### src/sv/r2fft_pkg.sv
// shared constants and types of the radix-2 fft unit
`default_nettype none
package r2fft_pkg;

  localparam int LOG2_POINTS = 10;
  localparam int NPTS        = 1 << LOG2_POINTS;
  localparam int HALF_NPTS   = NPTS >> 1;
  localparam int ADDR_W      = LOG2_POINTS;
  localparam int TW_W        = LOG2_POINTS - 1;
  localparam int STG_W       = $clog2(LOG2_POINTS);
  localparam int DW          = 27;
  localparam int WORD_W      = 2 * DW;

  localparam logic OP_LOAD = 1'b0;
  localparam logic OP_READ = 1'b1;

  localparam logic [0:0] REG_NO_SCALE = 1'd0;
  localparam logic [0:0] REG_INVERSE  = 1'd1;

  typedef enum logic [3:0] {
    ST_IDLE,
    ST_READ,
    ST_REV_RD_I,
    ST_REV_RD_R,
    ST_REV_WR_I,
    ST_REV_WR_R,
    ST_BF_RD_A,
    ST_BF_RD_B,
    ST_BF_MUL,
    ST_BF_ADD,
    ST_BF_WR_A,
    ST_BF_WR_B
  } state_t;

  typedef enum logic [2:0] {
    WSEL_SAMPLE,
    WSEL_RDATA,
    WSEL_REGA,
    WSEL_SUM,
    WSEL_DIFF
  } wsel_t;

  typedef struct packed {
    logic [ADDR_W-1:0] ram_addr;
    logic              ram_we;
    wsel_t             wr_sel;
    logic              ld_a;
    logic [TW_W-1:0]   tw_addr;
    logic              mul_en;
    logic              add_en;
    logic              halve;
    logic              out_load;
    logic [ADDR_W-1:0] out_idx;
    logic              out_last;
  } cmd_t;

endpackage
`default_nettype wire

### src/sv/r2fft_ctrl.sv
// controller: handshakes, counters, address sequencing of reorder and stages
`default_nettype none
module r2fft_ctrl
  import r2fft_pkg::*;
(
  input  wire logic       clk,
  input  wire logic       rst,
  input  wire logic       in_valid,
  output logic            in_stall,
  input  wire logic       opcode,
  output logic            out_valid,
  input  wire logic       out_stall,
  input  wire logic       cfg_we,
  input  wire logic [0:0] cfg_index,
  input  wire logic [0:0] cfg_data,
  output cmd_t            cmd
);

  state_t state, state_next;
  logic [ADDR_W-1:0] load_count, read_count, rev_i, rev_r, rd_idx;
  logic [ADDR_W-1:0] addr_a, addr_b;
  logic [TW_W-1:0]   bf_k, bf_j;
  logic [STG_W-1:0]  stg;
  logic frame_ready, no_scale, inverse_mode, halve;
  logic acc, bf_last_k, bf_last_stg;

  function automatic logic [ADDR_W-1:0] rev_bits(input logic [ADDR_W-1:0] v);
    logic [ADDR_W-1:0] r;
    for (int b = 0; b < ADDR_W; b++) r[ADDR_W-1-b] = v[b];
    return r;
  endfunction

  assign in_stall    = (state != ST_IDLE) || (out_valid && out_stall);
  assign acc         = in_valid && !in_stall;
  assign rev_r       = rev_bits(rev_i);
  assign bf_j        = bf_k & TW_W'((TW_W'(1) << stg) - TW_W'(1));
  assign addr_a      = ADDR_W'(((ADDR_W'(bf_k) >> stg) << (stg + 1))) | ADDR_W'(bf_j);
  assign addr_b      = addr_a | (ADDR_W'(1) << stg);
  assign bf_last_k   = bf_k == TW_W'(HALF_NPTS - 1);
  assign bf_last_stg = stg == STG_W'(LOG2_POINTS - 1);

  // next state
  always_comb begin
    state_next = state;
    unique case (state)
      ST_IDLE: begin
        if (acc) begin
          if (opcode == OP_LOAD) begin
            if (load_count == ADDR_W'(NPTS - 1)) state_next = ST_REV_RD_I;
          end else if (frame_ready) begin
            state_next = ST_READ;
          end
        end
      end
      ST_READ:     state_next = ST_IDLE;
      ST_REV_RD_I: begin
        if (rev_i < rev_r) state_next = ST_REV_RD_R;
        else if (rev_i == ADDR_W'(NPTS - 1)) state_next = ST_BF_RD_A;
      end
      ST_REV_RD_R: state_next = ST_REV_WR_I;
      ST_REV_WR_I: state_next = ST_REV_WR_R;
      ST_REV_WR_R: state_next = (rev_i == ADDR_W'(NPTS - 1)) ? ST_BF_RD_A : ST_REV_RD_I;
      ST_BF_RD_A:  state_next = ST_BF_RD_B;
      ST_BF_RD_B:  state_next = ST_BF_MUL;
      ST_BF_MUL:   state_next = ST_BF_ADD;
      ST_BF_ADD:   state_next = ST_BF_WR_A;
      ST_BF_WR_A:  state_next = ST_BF_WR_B;
      ST_BF_WR_B:  state_next = (bf_last_k && bf_last_stg) ? ST_IDLE : ST_BF_RD_A;
      default:     state_next = ST_IDLE;
    endcase
  end

  // commands
  always_comb begin
    cmd          = '0;
    cmd.wr_sel   = WSEL_SAMPLE;
    cmd.halve    = halve;
    cmd.tw_addr  = TW_W'(bf_j << (STG_W'(LOG2_POINTS - 1) - stg));
    cmd.out_idx  = rd_idx;
    cmd.out_last = rd_idx == ADDR_W'(NPTS - 1);
    unique case (state)
      ST_IDLE: begin
        cmd.ram_addr = (opcode == OP_LOAD) ? load_count : read_count;
        cmd.ram_we   = acc && (opcode == OP_LOAD);
      end
      ST_READ:     cmd.out_load = 1'b1;
      ST_REV_RD_I: cmd.ram_addr = rev_i;
      ST_REV_RD_R: begin
        cmd.ram_addr = rev_r;
        cmd.ld_a     = 1'b1;
      end
      ST_REV_WR_I: begin
        cmd.ram_addr = rev_i;
        cmd.ram_we   = 1'b1;
        cmd.wr_sel   = WSEL_RDATA;
      end
      ST_REV_WR_R: begin
        cmd.ram_addr = rev_r;
        cmd.ram_we   = 1'b1;
        cmd.wr_sel   = WSEL_REGA;
      end
      ST_BF_RD_A:  cmd.ram_addr = addr_a;
      ST_BF_RD_B: begin
        cmd.ram_addr = addr_b;
        cmd.ld_a     = 1'b1;
      end
      ST_BF_MUL:   cmd.mul_en = 1'b1;
      ST_BF_ADD:   cmd.add_en = 1'b1;
      ST_BF_WR_A: begin
        cmd.ram_addr = addr_a;
        cmd.ram_we   = 1'b1;
        cmd.wr_sel   = WSEL_SUM;
      end
      ST_BF_WR_B: begin
        cmd.ram_addr = addr_b;
        cmd.ram_we   = 1'b1;
        cmd.wr_sel   = WSEL_DIFF;
      end
      default: cmd.ram_addr = '0;
    endcase
  end

  always_ff @(posedge clk) begin
    if (rst) begin
      state        <= ST_IDLE;
      load_count   <= '0;
      read_count   <= '0;
      frame_ready  <= 1'b0;
      no_scale     <= 1'b0;
      inverse_mode <= 1'b0;
      halve        <= 1'b1;
      rev_i        <= '0;
      bf_k         <= '0;
      stg          <= '0;
      out_valid    <= 1'b0;
      rd_idx       <= '0;
    end else begin
      state <= state_next;
      if (cfg_we && cfg_index == REG_NO_SCALE) no_scale <= cfg_data[0];
      if (cfg_we && cfg_index == REG_INVERSE) inverse_mode <= cfg_data[0];

      if (state == ST_READ) out_valid <= 1'b1;
      else if (!out_stall) out_valid <= 1'b0;

      if (state == ST_IDLE && acc) begin
        if (opcode == OP_LOAD) begin
          frame_ready <= 1'b0;
          read_count  <= '0;
          load_count  <= load_count + ADDR_W'(1);
          if (load_count == ADDR_W'(NPTS - 1)) begin
            // settings in force on the filling load hold for the whole frame
            halve <= !(no_scale || inverse_mode);
            rev_i <= '0;
            bf_k  <= '0;
            stg   <= '0;
          end
        end else if (frame_ready) begin
          rd_idx <= read_count;
          if (read_count == ADDR_W'(NPTS - 1)) begin
            frame_ready <= 1'b0;
            read_count  <= '0;
          end else begin
            read_count <= read_count + ADDR_W'(1);
          end
        end
      end

      if ((state == ST_REV_RD_I && !(rev_i < rev_r)) || state == ST_REV_WR_R) begin
        rev_i <= rev_i + ADDR_W'(1);
      end

      if (state == ST_BF_WR_B) begin
        if (bf_last_k) begin
          bf_k <= '0;
          if (bf_last_stg) begin
            frame_ready <= 1'b1;
            read_count  <= '0;
          end else begin
            stg <= stg + STG_W'(1);
          end
        end else begin
          bf_k <= bf_k + TW_W'(1);
        end
      end
    end
  end

endmodule
`default_nettype wire

### config.mk
export PLATFORM = sky130hd
export DESIGN_NAME = r2fft_ctrl
export DESIGN_NICKNAME = d
export VERILOG_FILES = /design/src/sv/r2fft_pkg.sv /design/src/sv/r2fft_ctrl.sv
export SDC_FILE = /design/constraint.sdc
export NUM_CORES = 1
export LEC_CHECK = 0
export CORE_MARGIN = 1
export CORE_UTILIZATION = 60
export DETAILED_ROUTE_END_ITERATION = 10
export DONT_BUFFER_PORTS = 1
export PLACE_DENSITY_LB_ADDON = 0.25
export SETUP_SLACK_MARGIN = 0.3
export SYNTH_ARGS = -nofsm -noshare
export SYNTH_HDL_FRONTEND = slang
export SYNTH_SLANG_ARGS = --single-unit
### constraint.sdc
create_clock -name clk -period 6.3 [get_ports clk]
set_clock_uncertainty 0.2 [all_clocks]
set_input_delay 0 -clock clk [delete_from_list [all_inputs] [get_ports clk]]
set_output_delay 0 -clock clk [all_outputs]
set_load 0.05 [all_outputs]
Yosys cells after proc, flatten, opt, wreduce, memory -nomap -nowiden
Cells that the tools add are included.
Word-level totals
  output and inout bits: 41
  memories kept: 0
  latch bits: 0
  bits in registers: 62
  input port bits: 8
  ROM bits: 0
  bits in writable memories: 0
  word-level logic and storage cells: 135
Cells by class
  reductions and logical operators: 32
  multipliers: 0
  bitwise logic cells: 5
  muxes and demuxes: 48
  add/subtract/negate cells: 8
  magnitude comparators: 1
  div/mod/pow operators: 0
  shifts and indexed selects: 5
  eq/ne operators: 24
Operators by type and width (number)
  2-to-1 mux 10 bit: 12
  one-hot mux 10 bit (5 select lines): 1
  2-to-1 mux 4 bit: 12
  2-to-1 mux 9 bit: 5
  one-hot mux 4 bit (11 select lines): 1
  equality test 10 bit, second input constant: 4
  adder 10 x 1 -> 10 bit, second input constant: 3
  equality test 4 bit, second input constant: 5
  equality test 4 x 3 -> 1 bit, second input constant: 4
  2-to-1 mux 1 bit: 13
  one-hot mux 3 bit (4 select lines): 1
  AND reduction 3 bit: 4
  < comparator 10 bit: 1
  bitwise OR 10 bit: 1
  bitwise OR 10 x 9 -> 10 bit: 1
  OR reduction 2 bit: 5
  << shifter 1 x 4 -> 10 bit, first input constant: 1
  << shifter 10 x 5 -> 10 bit: 1
  right shift 9 x 4 -> 10 bit: 1
  adder 9 x 1 -> 9 bit, second input constant: 1
  AND 9 bit: 1
  equality test 9 bit, second input constant: 1
  != test 3 bit, second input constant: 3
  << shifter 1 x 4 -> 9 bit, first input constant: 1
  21 further kinds: 40

Depth between registers and ports, before layout
Gate-level depths: netlist of run 1.
  depth in word-level cells: 9
  depth in mapped cells: 14
  mapped depth without buffers: 12

Worst setup path before layout of run 1
No wires, ideal clock.
  path kind: register -> output
  start: reg stg[1]
  end: out cmd[22] (netlist bit)
  required time: 6.100 ns
  arrival: 4.129 ns
  path buffers: 3
  slack: 1.971 ns
  stages on the path, launching flop included: 15
  cells stage by stage: dfxtp_1 clkbuf_1 clkbuf_1 inv_1 ha_1 clkbuf_1 nand2_1 ha_1 nand2b_1 o21ai_1 a21o_1 nand3_1 o21ai_0 nor2_1 o32ai_1
RTL lines
  from (decl): RTL line r2fft_ctrl.sv:23  | logic [STG_W-1:0] stg;
  from (signal assigned): RTL line r2fft_ctrl.sv:179  | stg <= stg + STG_W'(1);
  to (decl): RTL line r2fft_ctrl.sv:16  | output cmd_t cmd

==> results.json, run 1 <==
{
  "status": "finished, final reports clean",
  "p_leak_nw": 1.95,
  "synth_fa_ha_area_frac": 0.0575,
  "dr.pass1.iters": 6,
  "syn_to_final_growth_pct": 6.10,
  "clockBufferDepth": 2,
  "grt_pass1_wl_um": 23900,
  "dp_slack_ps": 2370,
  "postPlaceCellArea_sq_mm": 0.00499,
  "start_kind": "flip-flop",
  "drt-initial-drc-count": 566,
  "power_density_mw_per_mm2": 147,
  "ff2ff_path_depth": 9,
  "syn_inst": 710,
  "syn_area_sq_mm": 0.00500,
  "pin_count": 49,
  "finalHoldWorstSlack_ps": 197,
  "ys.flop_type": "dfxtp_1",
  "ir_drop_mv": 0.156,
  "r2r_start": "state[2]$_SDFFE_PP0P_",
  "grt_overflow_total": 0,
  "start_util": 0.635,
  "cp_cell_sequence": "buf_4, inv_1, ha_1, nand2_1, ha_1, nand2b_1, o21ai_1, xnor2_1, nand3_1, o2bb2ai_1, mux2_2, nor2_1",
  "holdPathStages": 3,
  "grt_max_degree": 50,
  "cts_num_sinks": 62,
  "via_per_inst": 6.78,
  "fin_tns_setup_ps": 0,
  "drive_gt1_frac": 0.0604,
  "slew_headroom": 0.238,
  "num_antenna_cells": 0,
  "die_y_um": 93.3,
  "rsz0062_at_grt": "false",
  "critPathArrivalTime_ps": 4180,
  "place_congestion": 0.954,
  "avgSynthCellArea_sq_um": 7.05,
  "final_cell_area_sq_mm": 0.00531,
  "grt_antenna_before_repair": 0,
  "min_path_type": "in -> reg",
  "worst-r2r-setup-slack_ps": 2770,
  "grt_pass1_vias": 4854,
  "ys_seq_area_frac": 0.248,
  "critPathKind": "reg -> out",
  "min_period_ps": 4380,
  "h-tree-depth": 3,
  "crit_fanout": 39,
  "post-dp-hpwl_um": 10700,
  "min_to": "no_scale$_SDFFE_PP0P_",
  "maxCapViolations": 0,
  "nNetsFinal": 721,
  "postRouteAntennaNets": 0,
  "rows": 32,
  "ys_ff_latch": 62,
  "vias": 5405,
  "cts_buffers": 9,
  "portBuffers": 0,
  "drt_wl_total_um": 15100,
  "fp.dieW_um": 93.3,
  "synthArstFlopShare": 0,
  "cts_root_buffer": "clkbuf_8",
  "fin_ws_ps": 1920,
  "r2r_end": "load_count[5]$_SDFFE_PP0P_",
  "cts_setup_buffers": 0,
  "insertion_delay_ps": 340,
  "die-area_sq_mm": 0.00871,
  "yosys.area_share.simple": 0.288,
  "synth-edff-count": 0,
  "wl_per_cell_um": 18.9,
  "synth_compound_area_frac": 0.253,
  "track_usage": 0.351,
  "period_share": 0.695,
  "cp_common_cell": "ha_1",
  "cts_tree": "built",
  "slew_viol_final": 0,
  "worst_ep_required_time_ps": 6100,
  "synth_top_family_by_area": "simple AND/OR/NAND/NOR gates",
  "route.detailed.drc": 0,
  "tightestPinTransition_ps": 1160,
  "fmax_mhz": 229,
  "hold_start": "cfg_data",
  "yosys_warnings": 0,
  "cp_slowest_cell": "nor2_1",
  "finalSetupViolations": 0,
  "synth.distinct_cells": 62,
  "finalHoldViolations": 0,
  "synth_mux_area_frac": 0.0630,
  "syn_nets": 741,
  "cts.clk_slew.worst_paths_ps": 70,
  "max_stage_delay_ps": 660,
  "synth_xor_area_frac": 0.0332,
  "core_sq_mm": 0.00789,
  "end_kind": "primary output"
}
==> synthesized netlist by cell type, types with 5 or more instances <==
master | instances | area, sq um
a21oi_1 | 66 | 330
xnor2_1 | 7 | 61.3
clkbuf_1 | 38 | 143
ha_1 | 23 | 288
o21ai_0 | 53 | 265
nand2b_1 | 5 | 31.3
o21bai_1 | 6 | 45.0
dfxtp_1 | 62 | 1240
a21o_1 | 5 | 37.5
and3_1 | 12 | 75.1
nand3b_1 | 5 | 37.5
a22oi_1 | 8 | 60.1
nand4_1 | 11 | 68.8
or3_1 | 11 | 68.8
nand2_1 | 86 | 323
mux2i_1 | 27 | 270
nor2_1 | 87 | 327
a211oi_1 | 7 | 52.6
a31oi_1 | 10 | 62.6
o221ai_1 | 5 | 43.8
a221oi_1 | 10 | 87.6
nor3_1 | 17 | 85.1
inv_1 | 19 | 71.3
nor2b_1 | 12 | 75.1
xor2_1 | 12 | 105
nand3_1 | 36 | 180
==> per-stage QoR <==
stage / std cells / power, mW / utilization
global route: 797 / 0.799 / 0.673
floorplan: 710 / 0.424 / -
finish: 797 / 0.780 / 0.673
detailed placement: 770 / 0.421 / 0.633
global placement: 770 / 0.421 / 0.633
CTS: 797 / 0.780 / 0.673
==> worst max path at each step <==
stage	cells past startpoint	startpoint	end	slack, ps
after detailed placement	12	stg[0]$_SDFF_PP0_	cmd[19]	2370
after global routing	12	stg[0]$_SDFF_PP0_	cmd[19]	1690
after CTS	12	stg[0]$_SDFF_PP0_	cmd[19]	1990
final	12	stg[0]$_SDFF_PP0_	cmd[19]	1920
after global placement	12	stg[0]$_SDFF_PP0_	cmd[19]	2450
after floorplan	14	stg[1]$_SDFF_PP0_	cmd[22]	1970
==> registers in the layout, summed over array words and instances (netlist names) <==
signal and flops:
load_count 10, rd_idx 10, read_count 10, rev_i 10, bf_k 9, state 4
stg 4, frame_ready 1, halve 1, inverse_mode 1, no_scale 1, out_valid 1
==> layout make-up <==
cell class	instances	area (sq um)
Multi-Input combinational cell	580	3510
Fill cell	699	2580
Sequential cell	62	1240
Timing Repair Buffer	15	150
Tap cell	102	128
Clock buffer	9	124
Inverter	22	83.8
Clock inverter	7	72.6
==> cells in the final DEF (no fill, tap or decap), types with 7 or more instances in the layout <==
master,synthesis,final
nor2_1,87,87
clkbuf_8,0,9
nand3_1,36,36
and3_1,12,12
a221oi_1,10,10
a22oi_1,8,8
a21oi_1,66,66
o21ai_1,4,7
ha_1,23,23
inv_1,19,19
o21ai_0,53,50
nor2b_1,12,12
dlygate4sd3_1,0,10
xor2_1,12,12
dfxtp_1,62,62
nor3_1,17,17
nand4_1,11,11
nand2_1,86,86
a31oi_1,10,10
xnor2_1,7,7
or3_1,11,11
mux2i_1,27,27
==> what timing repair did <==
| item | 4_1_cts | 5_1_grt |
|---|---|---|
| endpoints found under the hold margin | 62 | 0 |
| gates resized for setup | 0 | 0 |
| hold buffers | 11 | 0 |
==> routing by layer <==
| layer | track usage | vias up | wire length (um) |
|---|---|---|---|
| met2 | 0.554 | 308 | 6810 |
| met1 | 0.472 | 2528 | 6470 |
| met5 | 0 | - | 0 |
| li1 | - | 2528 | - |
| met3 | 0.0675 | 41 | 1380 |
| met4 | 0.137 | 0 | 401 |
==> report_power, final <==
group	switching (mW)	total, mW	internal (mW)
Combinational	0.0182	0.0292	0.0110
Sequential	0.00143	0.394	0.393
Clock	0.172	0.356	0.184
==> logic make-up after synthesis <==
family	after synthesis
flip-flops	62
adder cells (fa/ha/maj)	23
AO/OA/AOI/OAI	204
XOR/XNOR	19
buffers and inverters	68
multiplexers	31
AND/OR/NAND/NOR	303
==> critical path: cells and delay by family, from the launching register on <==
kind | cells | cell delay [ps]
buffers and inverters | 2 | 660
flip-flops | 1 | 310
adder cells (fa/ha/maj) | 2 | 710
multiplexers | 1 | 270
AO/OA/AOI/OAI | 2 | 470
AND/OR/NAND/NOR | 4 | 1160
XOR/XNOR | 1 | 230
Power figures use the tool's default switching activity.
==> run 2: changes to the inputs <==
--- a/config.mk
+++ b/config.mk
@@ -6,7 +6,7 @@
 export NUM_CORES = 1
 export LEC_CHECK = 0
 export CORE_MARGIN = 1
-export CORE_UTILIZATION = 60
+export CORE_UTILIZATION = 59
 export DETAILED_ROUTE_END_ITERATION = 10
 export DONT_BUFFER_PORTS = 1
 export PLACE_DENSITY_LB_ADDON = 0.25
==> constraint.sdc (replaced) <==
create_clock -name clk -period 4 [get_ports clk]
set_clock_uncertainty 0.2 [all_clocks]
set_input_delay 0 -clock clk [delete_from_list [all_inputs] [get_ports clk]]
set_output_delay 0 -clock clk [all_outputs]
set_load 0.05 [all_outputs]
==> run 2 against run 1 <==
Against the previous run: die area up 1.7%; via count increased by 1.5%; cell count is 3.5% higher; setup slack lost 1500 ps; sequential power increased by 58%; flip-flop and latch count did not move; critical endpoint is now cmd[35]; largest cell class unchanged.
==> results.json, run 2 (same netlist as run 1, synthesis figures left out) <==
{
  "cts_root_buffer": "clkbuf_8",
  "ir_drop_mv": 0.201,
  "final_core_util": 0.677,
  "clockBufferDepth": 2,
  "grt_pass1_vias": 4962,
  "post-dp-hpwl_um": 10900,
  "drt_wl_total_um": 15100,
  "syn_to_final_growth_pct": 11.2,
  "final-seq-area_sq_mm": 0.00124,
  "nNetsFinal": 746,
  "die_y_um": 94.1,
  "cp_slowest_cell": "or4_1",
  "p_total_mw": 1.24,
  "power_density_mw_per_mm2": 222,
  "cts_num_sinks": 62,
  "start_util": 0.609,
  "postRouteAntennaNets": 0,
  "via_per_inst": 6.65,
  "slew_viol_final": 0,
  "grt_max_degree": 50,
  "grt_overflow_total": 0,
  "dr.pass1.iters": 5,
  "cts_tree": "built",
  "layout_common_cells": "86 x nand2_1, 86 x nor2_1, 66 x a21oi_1",
  "p_leak_nw": 2.10,
  "route.detailed.drc": 0,
  "cts.clk_slew.worst_paths_ps": 80,
  "multi_input_area_sq_mm": 0.00352,
  "maxCapViolations": 0,
  "min_path_type": "in -> reg",
  "finalHoldViolations": 0,
  "insertion_delay_ps": 350,
  "rows": 33,
  "crit_fanout": 14,
  "pin_count": 49,
  "drt-initial-drc-count": 650,
  "worst_ep_required_time_ps": 3800,
  "period_share": 0.889,
  "fmax_mhz": 281,
  "place_congestion": 1.04,
  "end_kind": "primary output",
  "fp.dieW_um": 94.1,
  "h-tree-depth": 3,
  "tightestPinTransition_ps": 943,
  "min_period_ps": 3560,
  "wl_per_cell_um": 18.3,
  "vias": 5487,
  "cts_buffers": 9,
  "core_sq_mm": 0.00822,
  "critPathArrivalTime_ps": 3360,
  "grt_pass1_wl_um": 24400,
  "drive_gt1_frac": 0.0958,
  "die-area_sq_mm": 0.00885,
  "fin_tns_setup_ps": 0,
  "grt_antenna_before_repair": 0,
  "cp_cell_sequence": "buf_4, ha_1, nand2_1, nor2_1, a21o_1, nand3_1, or4_1, o311ai_2, buf_4",
  "start_kind": "flip-flop",
  "fillers": 714,
  "track_usage": 0.354,
  "cp_common_cell": "buf_4",
  "num_antenna_cells": 0,
  "rsz0062_at_grt": "false",
  "slew_headroom": 0.367,
  "critPathKind": "reg -> out",
  "status": "finished, final reports clean",
  "portBuffers": 0,
  "max_stage_delay_ps": 650,
  "finalSetupViolations": 0
}
## run 2: changes by cell type in the layout (fill, tap and decap cells not counted), moves of 2 or more
cell,previous run,this run
buf_4,4,22
dlygate4sd3_1,10,13
buf_12,1,4
clkinv_4,0,2
## run 2: what timing repair did
item,4_1_cts,5_1_grt
setup buffers,0,0
endpoints found under the setup margin,0,2
hold endpoints to repair,62,11
gates resized for setup,0,5
hold buffers,13,1
## run 2: stage by stage
stage	setup slack, ps	std cells	cell area (sq um)	hold slack [ps]
3_5_place_dp	860	795	5200	-125
5_1_grt	307	825	5560	198
2_1_floorplan	160	710	5020	-56.1
3_3_place_gp	941	795	5200	-128
6_report	442	825	5560	188
4_1_cts	402	824	5540	1.29
## run 2: cell type report
| cell class | instances | area share |
|---|---|---|
| sequential | 62 | 0.223 |
| tap | 105 | 0.0236 |
| clock buffer | 9 | 0.0223 |
| clock inverter | 7 | 0.0133 |
| multi-input combinational | 580 | 0.633 |
| timing repair buffer | 40 | 0.0695 |
| inverter | 22 | 0.0151 |
## run 2: where the power goes
part	internal (mW)	leakage (nW)	total [mW]	switching [mW]
combinational	0.0198	1.50	0.0491	0.0292
clock	0.290	0.0996	0.565	0.276
sequential	0.619	0.500	0.621	0.00210
total	0.928	2.10	1.24	0.307
## run 2: critical path: cells and delay by family, from the launching register on
kind,cells,cell delay (ps)
flops,1,640
buf+inv,2,540
fa+ha+maj,1,200
simple gates,4,1250
compound gates,2,370
## run 2: routing by layer
metal	up-vias	global-route usage	wire length, um
met2	338	0.555	6830
met5	-	0	0
met3	54	0.0744	1610
li1	2576	-	-
met4	0	0.147	513
met1	2519	0.468	6120
## run 2: final timing paths
kind,slack [ps],start,cells past startpoint,end
setup reg to reg,460,state[2]$_SDFFE_PP0P_,10,state[2]$_SDFFE_PP0P_
setup / recovery,440,stg[2]$_SDFF_PP0_,9,cmd[35]
hold / removal,190,cfg_data,3,no_scale$_SDFFE_PP0P_
hold reg to reg,280,state[3]$_SDFFE_PP0P_,2,state[3]$_SDFFE_PP0P_
